<file path="config.mk">
export PLATFORM = sky130hd
export DESIGN_NAME = fp32_to_fp16_tile_reorder
export DESIGN_NICKNAME = d
export VERILOG_FILES = /design/src/rtl/core/f2h_pkg.sv /design/src/rtl/core/fp32_to_fp16_tile_reorder.sv
export SDC_FILE = /design/constraint.sdc
export NUM_CORES = 1
export LEC_CHECK = 0
export BUFFER_PORTS_ARGS = -buffer_cell sky130_fd_sc_hd__buf_2
export CORE_MARGIN = 4
export CORE_UTILIZATION = 61
export CTS_BUF_LIST = sky130_fd_sc_hd__clkbuf_4
export DETAILED_ROUTE_END_ITERATION = 8
export MAX_ROUTING_LAYER = met4
export PLACE_DENSITY = 0.86
export SLEW_MARGIN = 25
export SYNTH_ARGS = -nofsm -noshare
export SYNTH_HDL_FRONTEND = slang
export SYNTH_SLANG_ARGS = --single-unit
</file>
<file path="constraint.sdc">
create_clock -name clk -period 7.6 [get_ports clk]
set_input_delay 0.76 -clock clk [delete_from_list [all_inputs] [get_ports clk]]
set_output_delay 0.76 -clock clk [all_outputs]
set_load 0.05 [all_outputs]
</file>
<file path="src/rtl/core/f2h_pkg.sv">
// Package for the float32 to float16 tile reorder block.
// Holds layout constants, mode codes and the conversion function; no dependencies.
package f2h_pkg;
	localparam int TILE_ROWS = 16;
	localparam int TILE_COLS = 8;
	localparam logic [13:0] MAX_ROWS = 14'd10240;
	localparam logic [12:0] MAX_COLS = 13'd4096;

	typedef enum logic [0:0] {
		MODE_KEEP = 1'b0,
		MODE_TILE = 1'b1
	} layout_mode_t;

	typedef enum logic [1:0] {
		REG_LAYOUT = 2'd0,
		REG_ROWS   = 2'd1,
		REG_COLS   = 2'd2
	} reg_index_t;

	function automatic logic [15:0] f32_to_f16(input logic [31:0] x);
		logic        sgn;
		logic [7:0]  ex;
		logic [22:0] man;
		logic [8:0]  e;
		logic [9:0]  h;
		logic [14:0] hn;
		logic [12:0] rem;
		logic [23:0] m;
		logic [4:0]  sh;
		logic [23:0] sm;
		logic [23:0] rm;
		logic [23:0] hf;
		logic [10:0] hs;
		begin
			sgn = x[31];
			ex  = x[30:23];
			man = x[22:0];
			e   = {1'b0, ex} - 9'd112;
			h   = man[22:13];
			rem = man[12:0];
			hn  = {e[4:0], h};
			m   = {1'b1, man};
			sh  = 5'd0;
			sm  = 24'd0;
			rm  = 24'd0;
			hf  = 24'd0;
			hs  = 11'd0;
			if (ex == 8'hff) begin
				if (man != 23'd0) f32_to_f16 = {sgn, 5'b11111, 1'b1, man[21:13]};
				else f32_to_f16 = {sgn, 15'h7c00};
			end else if (ex >= 8'd143) begin
				f32_to_f16 = {sgn, 15'h7c00};
			end else if (ex >= 8'd113) begin
				if (rem > 13'h1000 || (rem == 13'h1000 && h[0])) hn = hn + 15'd1;
				f32_to_f16 = {sgn, hn};
			end else if (ex < 8'd102) begin
				f32_to_f16 = {sgn, 15'd0};
			end else begin
				sh = 5'(8'd126 - ex);
				sm = m >> sh;
				rm = m & ((24'd1 << sh) - 24'd1);
				hf = 24'd1 << (sh - 5'd1);
				hs = sm[10:0];
				if (rm > hf || (rm == hf && hs[0])) hs = hs + 11'd1;
				f32_to_f16 = {sgn, 4'd0, hs};
			end
		end
	endfunction
endpackage

</file>
<file path="src/rtl/core/fp32_to_fp16_tile_reorder.sv">
// Top level of the float32 to float16 converter with destination index generation.
// Depends on f2h_pkg.
// One item per cycle while in_stall is low: a word is converted and indexed in one stage after the
// input register; the tile stride (row tiles) is precomputed from the row count, so
// the per-item path holds one 9x10 multiply or one 14x13 multiply and an add.
// An output register with a skid stage lets input transfers continue while the
// consumer stalls, until the skid stage holds an item.
module fp32_to_fp16_tile_reorder (
	input  logic        clk,
	input  logic        arst_n,
	input  logic        cfg_we,
	input  logic [1:0]  cfg_index,
	input  logic [13:0] cfg_data,
	input  logic        in_valid,
	output logic        in_stall,
	input  logic [31:0] single_word,
	output logic        out_valid,
	input  logic        out_stall,
	output logic [15:0] half_word,
	output logic [25:0] dest_index,
	output logic        last
);
	import f2h_pkg::*;

	layout_mode_t mode_q;
	logic [13:0] rows_q;
	logic [12:0] cols_q;
	logic [13:0] row_pos_q;
	logic [11:0] col_pos_q;
	logic [13:0] rows_c;
	logic [12:0] cols_c;
	logic [9:0]  trows_c;

	logic        v_s1;
	logic [31:0] w_s1;
	logic [13:0] r_s1;
	logic [11:0] c_s1;
	logic        l_s1;

	logic        in_fire;
	logic        adv;
	logic        col_end;
	logic        row_end;
	logic [25:0] idx;
	logic [15:0] hw;
	logic [18:0] tmul;
	logic [26:0] kmul;

	logic        ov_q, sv_q;
	logic [15:0] oh_q, sh_q;
	logic [25:0] oi_q, si_q;
	logic        ol_q, sl_q;

	always_comb begin
		rows_c = (rows_q == 14'd0) ? 14'd1 : ((rows_q > MAX_ROWS) ? MAX_ROWS : rows_q);
		cols_c = (cols_q == 13'd0) ? 13'd1 : ((cols_q > MAX_COLS) ? MAX_COLS : cols_q);
		trows_c = 10'((15'(rows_c) + 15'd15) >> 4);
		col_end = (13'(col_pos_q) + 13'd1) >= cols_c;
		row_end = (14'(row_pos_q) + 14'd1) >= rows_c;
	end

	assign in_stall = sv_q;
	assign in_fire  = in_valid && !in_stall;
	assign adv      = !sv_q;

	always_ff @(posedge clk or negedge arst_n) begin
		if (!arst_n) begin
			mode_q    <= MODE_TILE;
			rows_q    <= 14'd16;
			cols_q    <= 13'd8;
			row_pos_q <= 14'd0;
			col_pos_q <= 12'd0;
		end else begin
			if (cfg_we) begin
				unique case (cfg_index)
					REG_LAYOUT: mode_q <= layout_mode_t'(cfg_data[0]);
					REG_ROWS:   rows_q <= cfg_data;
					REG_COLS:   cols_q <= cfg_data[12:0];
					default:    ;
				endcase
			end
			if (in_fire) begin
				if (col_end) begin
					col_pos_q <= 12'd0;
					row_pos_q <= row_end ? 14'd0 : row_pos_q + 14'd1;
				end else begin
					col_pos_q <= col_pos_q + 12'd1;
				end
			end
		end
	end

	always_ff @(posedge clk or negedge arst_n) begin
		if (!arst_n) v_s1 <= 1'b0;
		else if (adv) v_s1 <= in_fire;
	end

	always_ff @(posedge clk) begin
		if (in_fire) begin
			w_s1 <= single_word;
			r_s1 <= row_pos_q;
			c_s1 <= col_pos_q;
			l_s1 <= col_end && row_end;
		end
	end

	logic [12:0] mode_s1_cols;
	logic [9:0]  trows_s1;
	layout_mode_t md_s1;
	always_ff @(posedge clk) begin
		if (in_fire) begin
			mode_s1_cols <= cols_c;
			trows_s1     <= trows_c;
			md_s1        <= mode_q;
		end
	end

	always_comb begin
		hw = f32_to_f16(w_s1);
		tmul = c_s1[11:3] * trows_s1;
		kmul = r_s1 * mode_s1_cols;
		if (md_s1 == MODE_TILE)
			idx = {tmul, 7'd0} + 26'({r_s1[13:4], 7'd0})
				+ 26'({c_s1[2:0], 4'd0}) + 26'(r_s1[3:0]);
		else
			idx = kmul[25:0] + 26'(c_s1);
	end

	always_ff @(posedge clk or negedge arst_n) begin
		if (!arst_n) begin
			ov_q <= 1'b0;
			sv_q <= 1'b0;
		end else begin
			if (!ov_q || !out_stall) begin
				ov_q <= sv_q || v_s1;
				sv_q <= 1'b0;
			end else if (v_s1 && !sv_q) begin
				sv_q <= 1'b1;
			end
		end
	end

	always_ff @(posedge clk) begin
		if (!ov_q || !out_stall) begin
			if (sv_q) begin
				oh_q <= sh_q; oi_q <= si_q; ol_q <= sl_q;
			end else begin
				oh_q <= hw; oi_q <= idx; ol_q <= l_s1;
			end
		end else if (v_s1 && !sv_q) begin
			sh_q <= hw; si_q <= idx; sl_q <= l_s1;
		end
	end

	assign out_valid  = ov_q;
	assign half_word  = oh_q;
	assign dest_index = oi_q;
	assign last       = ol_q;
endmodule
</file>
==> results.md, run 1 <==
- Outcome: complete, no violations
- Num CTS Buffers: 55
- Reg2Reg Launch Point: r_s1[6]
- Clk sinks: 226
- Worst-skew pair later-pin latency: roughly 740 ps
- Buf/Inv on CP: 3
- Synth cell types: between 100 and 150
- Final period utilization: between 90 and 100%
- Routed len/inst: 20.4 um
- Hold_buf cts: 0
- DRT iter0 DRCs: 1,524
- Number of synthesized register bits: 226
- Critical Path AT: ~7400 ps
- Initial Utilization: approximately 62%
- Htree depth: 2
- Synth Flop Type: edfxtp_1
- Resized Gates After CTS: 0
- Clock Power Share: under 10%
- CTS root buf: clkbuf_4
- Number of global-route vias before repair: between 15k and 20k
- Reg power frac: between 15 and 20%
- Crit-path slowest cell: edfxtp_1
- Gate power share: between 70 and 80%
- Final instance area: about 24,000 sq um
- Global-route wire length before repair: between 90 and 100 mm
- Dpl hpwl: about 46 mm
- Cell mode on critical path: fa_1
- CP Max Fanout: 14
- Top Family by Delay on Critical Path: adder cells
- Critical path cell sequence: nand2_1 -> fa_1 -> inv_1 -> fa_1 -> fa_1 -> inv_1 -> fa_1 -> fa_1 -> inv_1 -> fa_1 -> ha_1 -> a2111oi_0 -> o21ai_0 -> a21oi_1 -> o21ai_0 -> a21o_1 -> a311oi_1 -> mux2i_1 -> mux2_2
- Slew Limit Fails: 0
- Die X-Extent: about 200 um
- WP data required: 8060 ps
- # setup viols final: 0
- Layout cells sized above 1: between 10% and 20%
- Syn_area_per_cell: 9.90 sq um
- Port buffer count: 97
- Nature of the critical path endpoint: flip-flop
- Switching Power: around 0.006 W
- Reg clk slew, reported paths: approximately 70 ps
- Ys Warns: 0
- Chip height: 202 um
- VDD IR-drop max: 0.000380 V
- Switch share: 50.2%
- Antenna-violating nets left: 0
- Core area: around 37,000 sq um
- Worst Setup SP: r_s1[6]
- Postcts setup bufs: 0
- # DRC: 0
- Post-synth EDFFs: approximately 170
- Setup Skew: slightly above 80 ps
- Slew margin rel.: between 30% and 40%
- Layout area overhead: 6.56%
- Vias: between 15k and 20k
- Hold Crit Class: in -> async
- PD cells: 479 nW/um^2
- GRT overflow: 0
- Num rows: 70
- Gpl congestion: approximately 0.97
- Internal: between 0.005 and 0.006 W
- Worst slew pin tran: roughly 940 ps
- Cell taking the most area after synthesis: edfxtp_1
- Post-Syn Area: approximately 23,000 sq um
- RSZ-0062 raised after global routing: false
- Placed Area: ~24,000 sq um
- Post-layout nets: 2,840
- Vias per inst: ~6.1
- Total Die Area: ~41,000 sq um
- CTS tree: yes
- Post-Syn Instances: roughly 2.3k
- Clock Path Buffers: 3
- FFs w/ async S/R, synth: 25.2%
- Final hold violation count: 0
- Synthesized Nets: 2,774
- Min cycle time layout: 6920 ps
- Max Clock Freq: about 140 MHz
- I/O Pins: 98
- Max-cap viol count: 0
- Largest stage delay on the critical path: roughly 670 ps
- Pin count of the biggest net entering global routing: 58
- Leak: ~11 nW
- Setup TNS: 0 ps
- Type of origin of the critical path: flip-flop
- Initial antenna violation count: 1
- Top cell type's share of synthesized area: roughly 22%
- Setup CP Type: reg -> reg
- All-Layer GR Usage: between 30% and 40%
- Dominant cells by area after synthesis: edfxtp_1 22%, fa_1 17%, ha_1 11%
- WL final: 59.8 mm
- Sequential fraction of the synthesis area: between 20% and 30%
- Pre-antenna DRT Iters: 5
power by group through the flow:
stage | Sequential [W] | Clock [W] | Combinational, W
2_1_floorplan | 0.00234 | 0 | 0.00613
3_3_place_gp | 0.00216 | 0 | 0.00810
3_5_place_dp | 0.00218 | 0 | 0.00841
4_1_cts | 0.00215 | 0.00106 | 0.00847
5_1_grt | 0.00219 | 0.00113 | 0.00949
6_report | 0.00216 | 0.00103 | 0.00852
cells in the final DEF, fill, tap and decap left out, types with 67 or more instances in the layout:
cell type  instances
nand2_1          323
inv_1            285
ha_1             205
fa_1             197
edfxtp_1         169
and2_1           124
buf_2             97
o21ai_0           92
clkbuf_4          76
mux2_2            70
xnor2_1           69
a21oi_1           68
nor2_1            67
cell families (layout without fill, tap and decap cells):
family,Yosys count,in the layout,synth area share [%]
simple gates,723,723,15.5
fa+ha+maj,402,402,28.4
buf+inv,396,501,6.88
compound gates,357,357,10.4
flops,226,226,28.3
mux,109,109,6.23
xor+xnor,106,106,4.27
other cells,0,2,0
final timing paths:
kind	end	slack, ps	depth (start not counted)
hold reg to reg	sl_q	440	0
setup / recovery	dest_index[23]	680	19
min in group clk	w_s1[18]	200	1
setup reg to reg	dest_index[23]	680	19
max in group asynchronous	row_pos_q[5]	6950	2
hold / removal	out_valid	160	2
cell usage after synthesis, drive strengths merged (4+ instances only):
cell type	n
a2111oi	9
a211oi	9
a21boi	8
a21o	27
a21oi	71
a221oi	5
a22o	12
a31oi	13
and2	125
and3	36
and4	4
buf	21
clkbuf	86
dfrtp	54
edfxtp	169
fa	197
ha	205
inv	286
mux2	71
mux2i	18
mux4	20
nand2	324
nand2b	11
nand3	42
nand4	16
nor2	67
nor2b	20
nor3	35
nor3b	5
nor4	17
o2111ai	6
o211ai	10
o21a	14
o21ai	104
o21bai	10
o221ai	5
o311ai	4
o31a	5
o31ai	16
or2	6
or3	4
xnor2	71
xor2	35
per-stage QoR:
step	power, W	hold slack (ps)	worst slack, ps	cells	util (%)
6_report	0.0117	158	679	2930	66.3
5_1_grt	0.0128	147	343	2930	66.3
4_1_cts	0.0117	113	736	2928	66.3
3_5_place_dp	0.0106	444	797	2832	64.4
3_3_place_gp	0.0103	435	928	2832	64.4
2_1_floorplan	0.00847	422	1310	2319	-
cell type report:
class / count / area (sq um)
multi-input combinational: 1697 / 14900
inverter: 289 / 1090
timing repair buffer: 116 / 628
clock buffer: 76 / 571
sequential: 226 / 6500
tap: 504 / 631
antenna: 2 / 5.00
fill: 2896 / 12400
clock inverter: 20 / 155
registers in the layout, indices dropped and copies added (netlist names), 13 cells and up:
register / cells
r_s1: 14
sh_q: 16
row_pos_q: 14
dest_index: 26
cols_q: 13
si_q: 26
mode_s1_cols: 13
half_word: 16
w_s1: 32
rows_q: 14
layer usage:
layer / track usage [%] / routed length (um) / up-vias / share of wire, %
li1: - / - / 8051 / -
met1: 41.1 / 25100 / 8670 / 42
met2: 47.0 / 27800 / 867 / 47
met3: 4.24 / 4830 / 145 / 8.1
met4: 9.86 / 2060 / 0 / 3.4
met5: - / 0 / - / 0
Power figures use the tool's default switching activity.
==> run 2: changes to the inputs <==
--- a/config.mk
+++ b/config.mk
@@ -8,7 +8,6 @@
 export BUFFER_PORTS_ARGS = -buffer_cell sky130_fd_sc_hd__buf_2
 export CORE_MARGIN = 4
 export CORE_UTILIZATION = 61
-export CTS_BUF_LIST = sky130_fd_sc_hd__clkbuf_4
 export DETAILED_ROUTE_END_ITERATION = 8
 export MAX_ROUTING_LAYER = met4
 export PLACE_DENSITY = 0.86
@@ -16,3 +15,4 @@
 export SYNTH_ARGS = -nofsm -noshare
 export SYNTH_HDL_FRONTEND = slang
 export SYNTH_SLANG_ARGS = --single-unit
+export TNS_END_PERCENT = 10
==> run 2 against run 1 <==
Largest power group unchanged. Power increased by 1.3%. Clock power rose by 14%. Flip-flop and latch count is the same. Critical path type unchanged. Count of clock-buffer cells in the layout down 46. Non-clock buffer count unchanged. Die area unchanged. Register-to-register slack improved by 30 ps. Final cell count shrank 1.8%. Sequential share of layout area decreased by 0.057 points. First-iteration DRC count fell by 4.8%. Worst setup slack improved by 31 ps. Sequential power is essentially flat.
==> results.md, run 2 (synthesis gave the netlist of run 1 again) <==
- Outcome: complete, no violations
- Antenna-violating nets left: 0
- Grt met1 use: between 40% and 50%
- Placed cell count: between 2k and 3k
- Worst slew pin tran: roughly 940 ps
- Postcts setup bufs: 0
- Post-layout nets: 2,809
- Htree depth: 1
- Slew Limit Fails: 0
- All-Layer GR Usage: a little under a third
- Total Die Area: around 41,000 sq um
- Internal: 0.00597 W
- Critical Path AT: ~7200 ps
- Max Clock Freq: roughly 150 MHz
- Reg clk slew, reported paths: 70 ps
- Clock Path Buffers: 3
- Number of global-route vias before repair: 17.9k
- CTS root buf: clkbuf_16
- Cell mode on critical path: fa_1
- Total power: around 0.012 W
- Initial antenna violation count: 0
- Nature of the critical path endpoint: flip-flop
- Vias per inst: roughly 6
- Num rows: 70
- PD cells: about 480 nW/um^2
- Routed len/inst: roughly 21 um
- Clock Power Share: about a tenth
- Non-Filler Instances: 2,876
- RSZ-0062 raised after global routing: false
- Chip height: roughly 200 um
- Dpl hpwl: around 46 mm
- Type of origin of the critical path: flip-flop
- Die X-Extent: between 200 and 250 um
- CP Max Fanout: 14
- Most common cell after layout, fill and taps aside: nand2_1
- Setup TNS: 0 ps
- Hold Crit Class: in -> async
- Critical path cell sequence: nand2_1 -> fa_1 -> inv_1 -> fa_1 -> fa_1 -> inv_1 -> fa_1 -> fa_1 -> inv_1 -> fa_1 -> ha_1 -> a2111oi_0 -> o21ai_0 -> a21oi_1 -> o21ai_0 -> a21o_1 -> a311oi_1 -> mux2i_1 -> mux2_2
- Final hold violation count: 0
- Setup CP Type: reg -> reg
- Switch share: between 40% and 50%
- Resized Gates After CTS: 0
- I/O Pins: between 90 and 100
- Setup Skew: 15.1 ps
- WP data required: between 7000 and 8000 ps
- Hold_buf cts: 0
- Leak: 11.2 nW
- Slew margin rel.: 37.1%
- Global-route wire length before repair: approximately 97 mm
- Reg power frac: a little under a fifth
- Pre-antenna DRT Iters: 6
- CTS tree: yes
- Met3 global-route usage: ~4.4%
- Final period utilization: about nine tenths
- # DRC: 0
- Crit-path slowest cell: edfxtp_1
- # setup viols final: 0
- Antenna cells: 0
- Initial Utilization: slightly above 60%
- Met2 Usage GRT: between 40% and 50%
- Core area: roughly 37,000 sq um
- DRT iter0 DRCs: around 1.5k
- GRT overflow: 0
- Gate power share: between 70% and 80%
- Layout cells sized above 1: 12.2%
- Worst-skew pair later-pin latency: roughly 540 ps
- Switching Power: between 0.005 and 0.006 W
- Worst Setup SP: r_s1[4]
- Reg2Reg Launch Point: r_s1[4]
- Port buffer count: 97
- Pin count of the biggest net entering global routing: 58
- Max-cap viol count: 0
- Vias: about 18k
- Largest stage delay on the critical path: ~690 ps
- WL final: about 60 mm
- Clk sinks: 226
- Fillers: about 2.9k
- Flip-flop count of the largest register after layout: 32
- VDD IR-drop max: ~0.00038 V
- Layout area overhead: 6.79%
- Commonest cells after routing, fill and taps aside: 323 x nand2_1, 285 x inv_1, 205 x ha_1
- Gpl congestion: about 0.97
- Min cycle time layout: approximately 6900 ps
- Top reg by flops: w_s1
- Final core occ: between 60% and 70%
- Num CTS Buffers: 24
- Most used routing layer: met2
==> run 2: changes by cell type in the layout (fill, tap and decap cells not counted), sizes merged <==
| cell | previous run | this run |
|---|---|---|
| inv | 286 | 291 |
| clkbuf | 76 | 30 |
| diode | 2 | 0 |
| clkinvlp | 1 | 2 |
| clkinv | 20 | 8 |
==> run 2: worst paths after layout <==
check	end	slack, ps	cells after the start
max reg2reg	dest_index[23]	710	19
max	dest_index[23]	710	19
min	out_valid	370	2
min in group clk	w_s1[1]	390	1
min reg2reg	sl_q	450	0
max in group asynchronous	row_pos_q[10]	6740	2
==> run 2: power by group through the flow <==
stage	combinational, W	sequential, W	clock (W)
after floorplan	0.00613	0.00234	0
after global placement	0.00810	0.00216	0
after detailed placement	0.00841	0.00218	0
after CTS	0.00849	0.00216	0.00119
after global routing	0.00951	0.00219	0.00125
final	0.00853	0.00217	0.00117
==> run 2: cell type report <==
type / count / area [sq um] / share of cell area, %
clock inverter: 14 / 150 / 0.613
multi-input combinational: 1697 / 14900 / 60.7
tap: 504 / 631 / 2.57
sequential: 226 / 6500 / 26.5
inverter: 289 / 1090 / 4.44
clock buffer: 30 / 633 / 2.58
timing repair buffer: 116 / 628 / 2.56
==> run 2: critical path: cells and delay by family, from the launching register on <==
family	cells	cell delay (ps)
AOI/OAI and AO/OA	6	1880
adders and majority gates	7	3340
buffers and inverters	3	160
muxes	2	400
DFF	1	690
and+or+nand+nor	1	160
==> run 2: routing by layer <==
layer / up-vias / part of all wire (%)
li1: 7958 / -
met1: 8669 / 42
met2: 838 / 47
met3: 148 / 8.0
met4: 0 / 3.5
met5: - / 0
==> run 2: stage by stage <==
| step | hold slack [ps] | area (sq um) | setup slack (ps) |
|---|---|---|---|
| floorplan | 422 | 23000 | 1310 |
| global route | 378 | 24500 | 387 |
| finish | 366 | 24500 | 710 |
| CTS | 369 | 24500 | 769 |
| detailed placement | 444 | 23700 | 797 |
| global placement | 435 | 23700 | 928 |
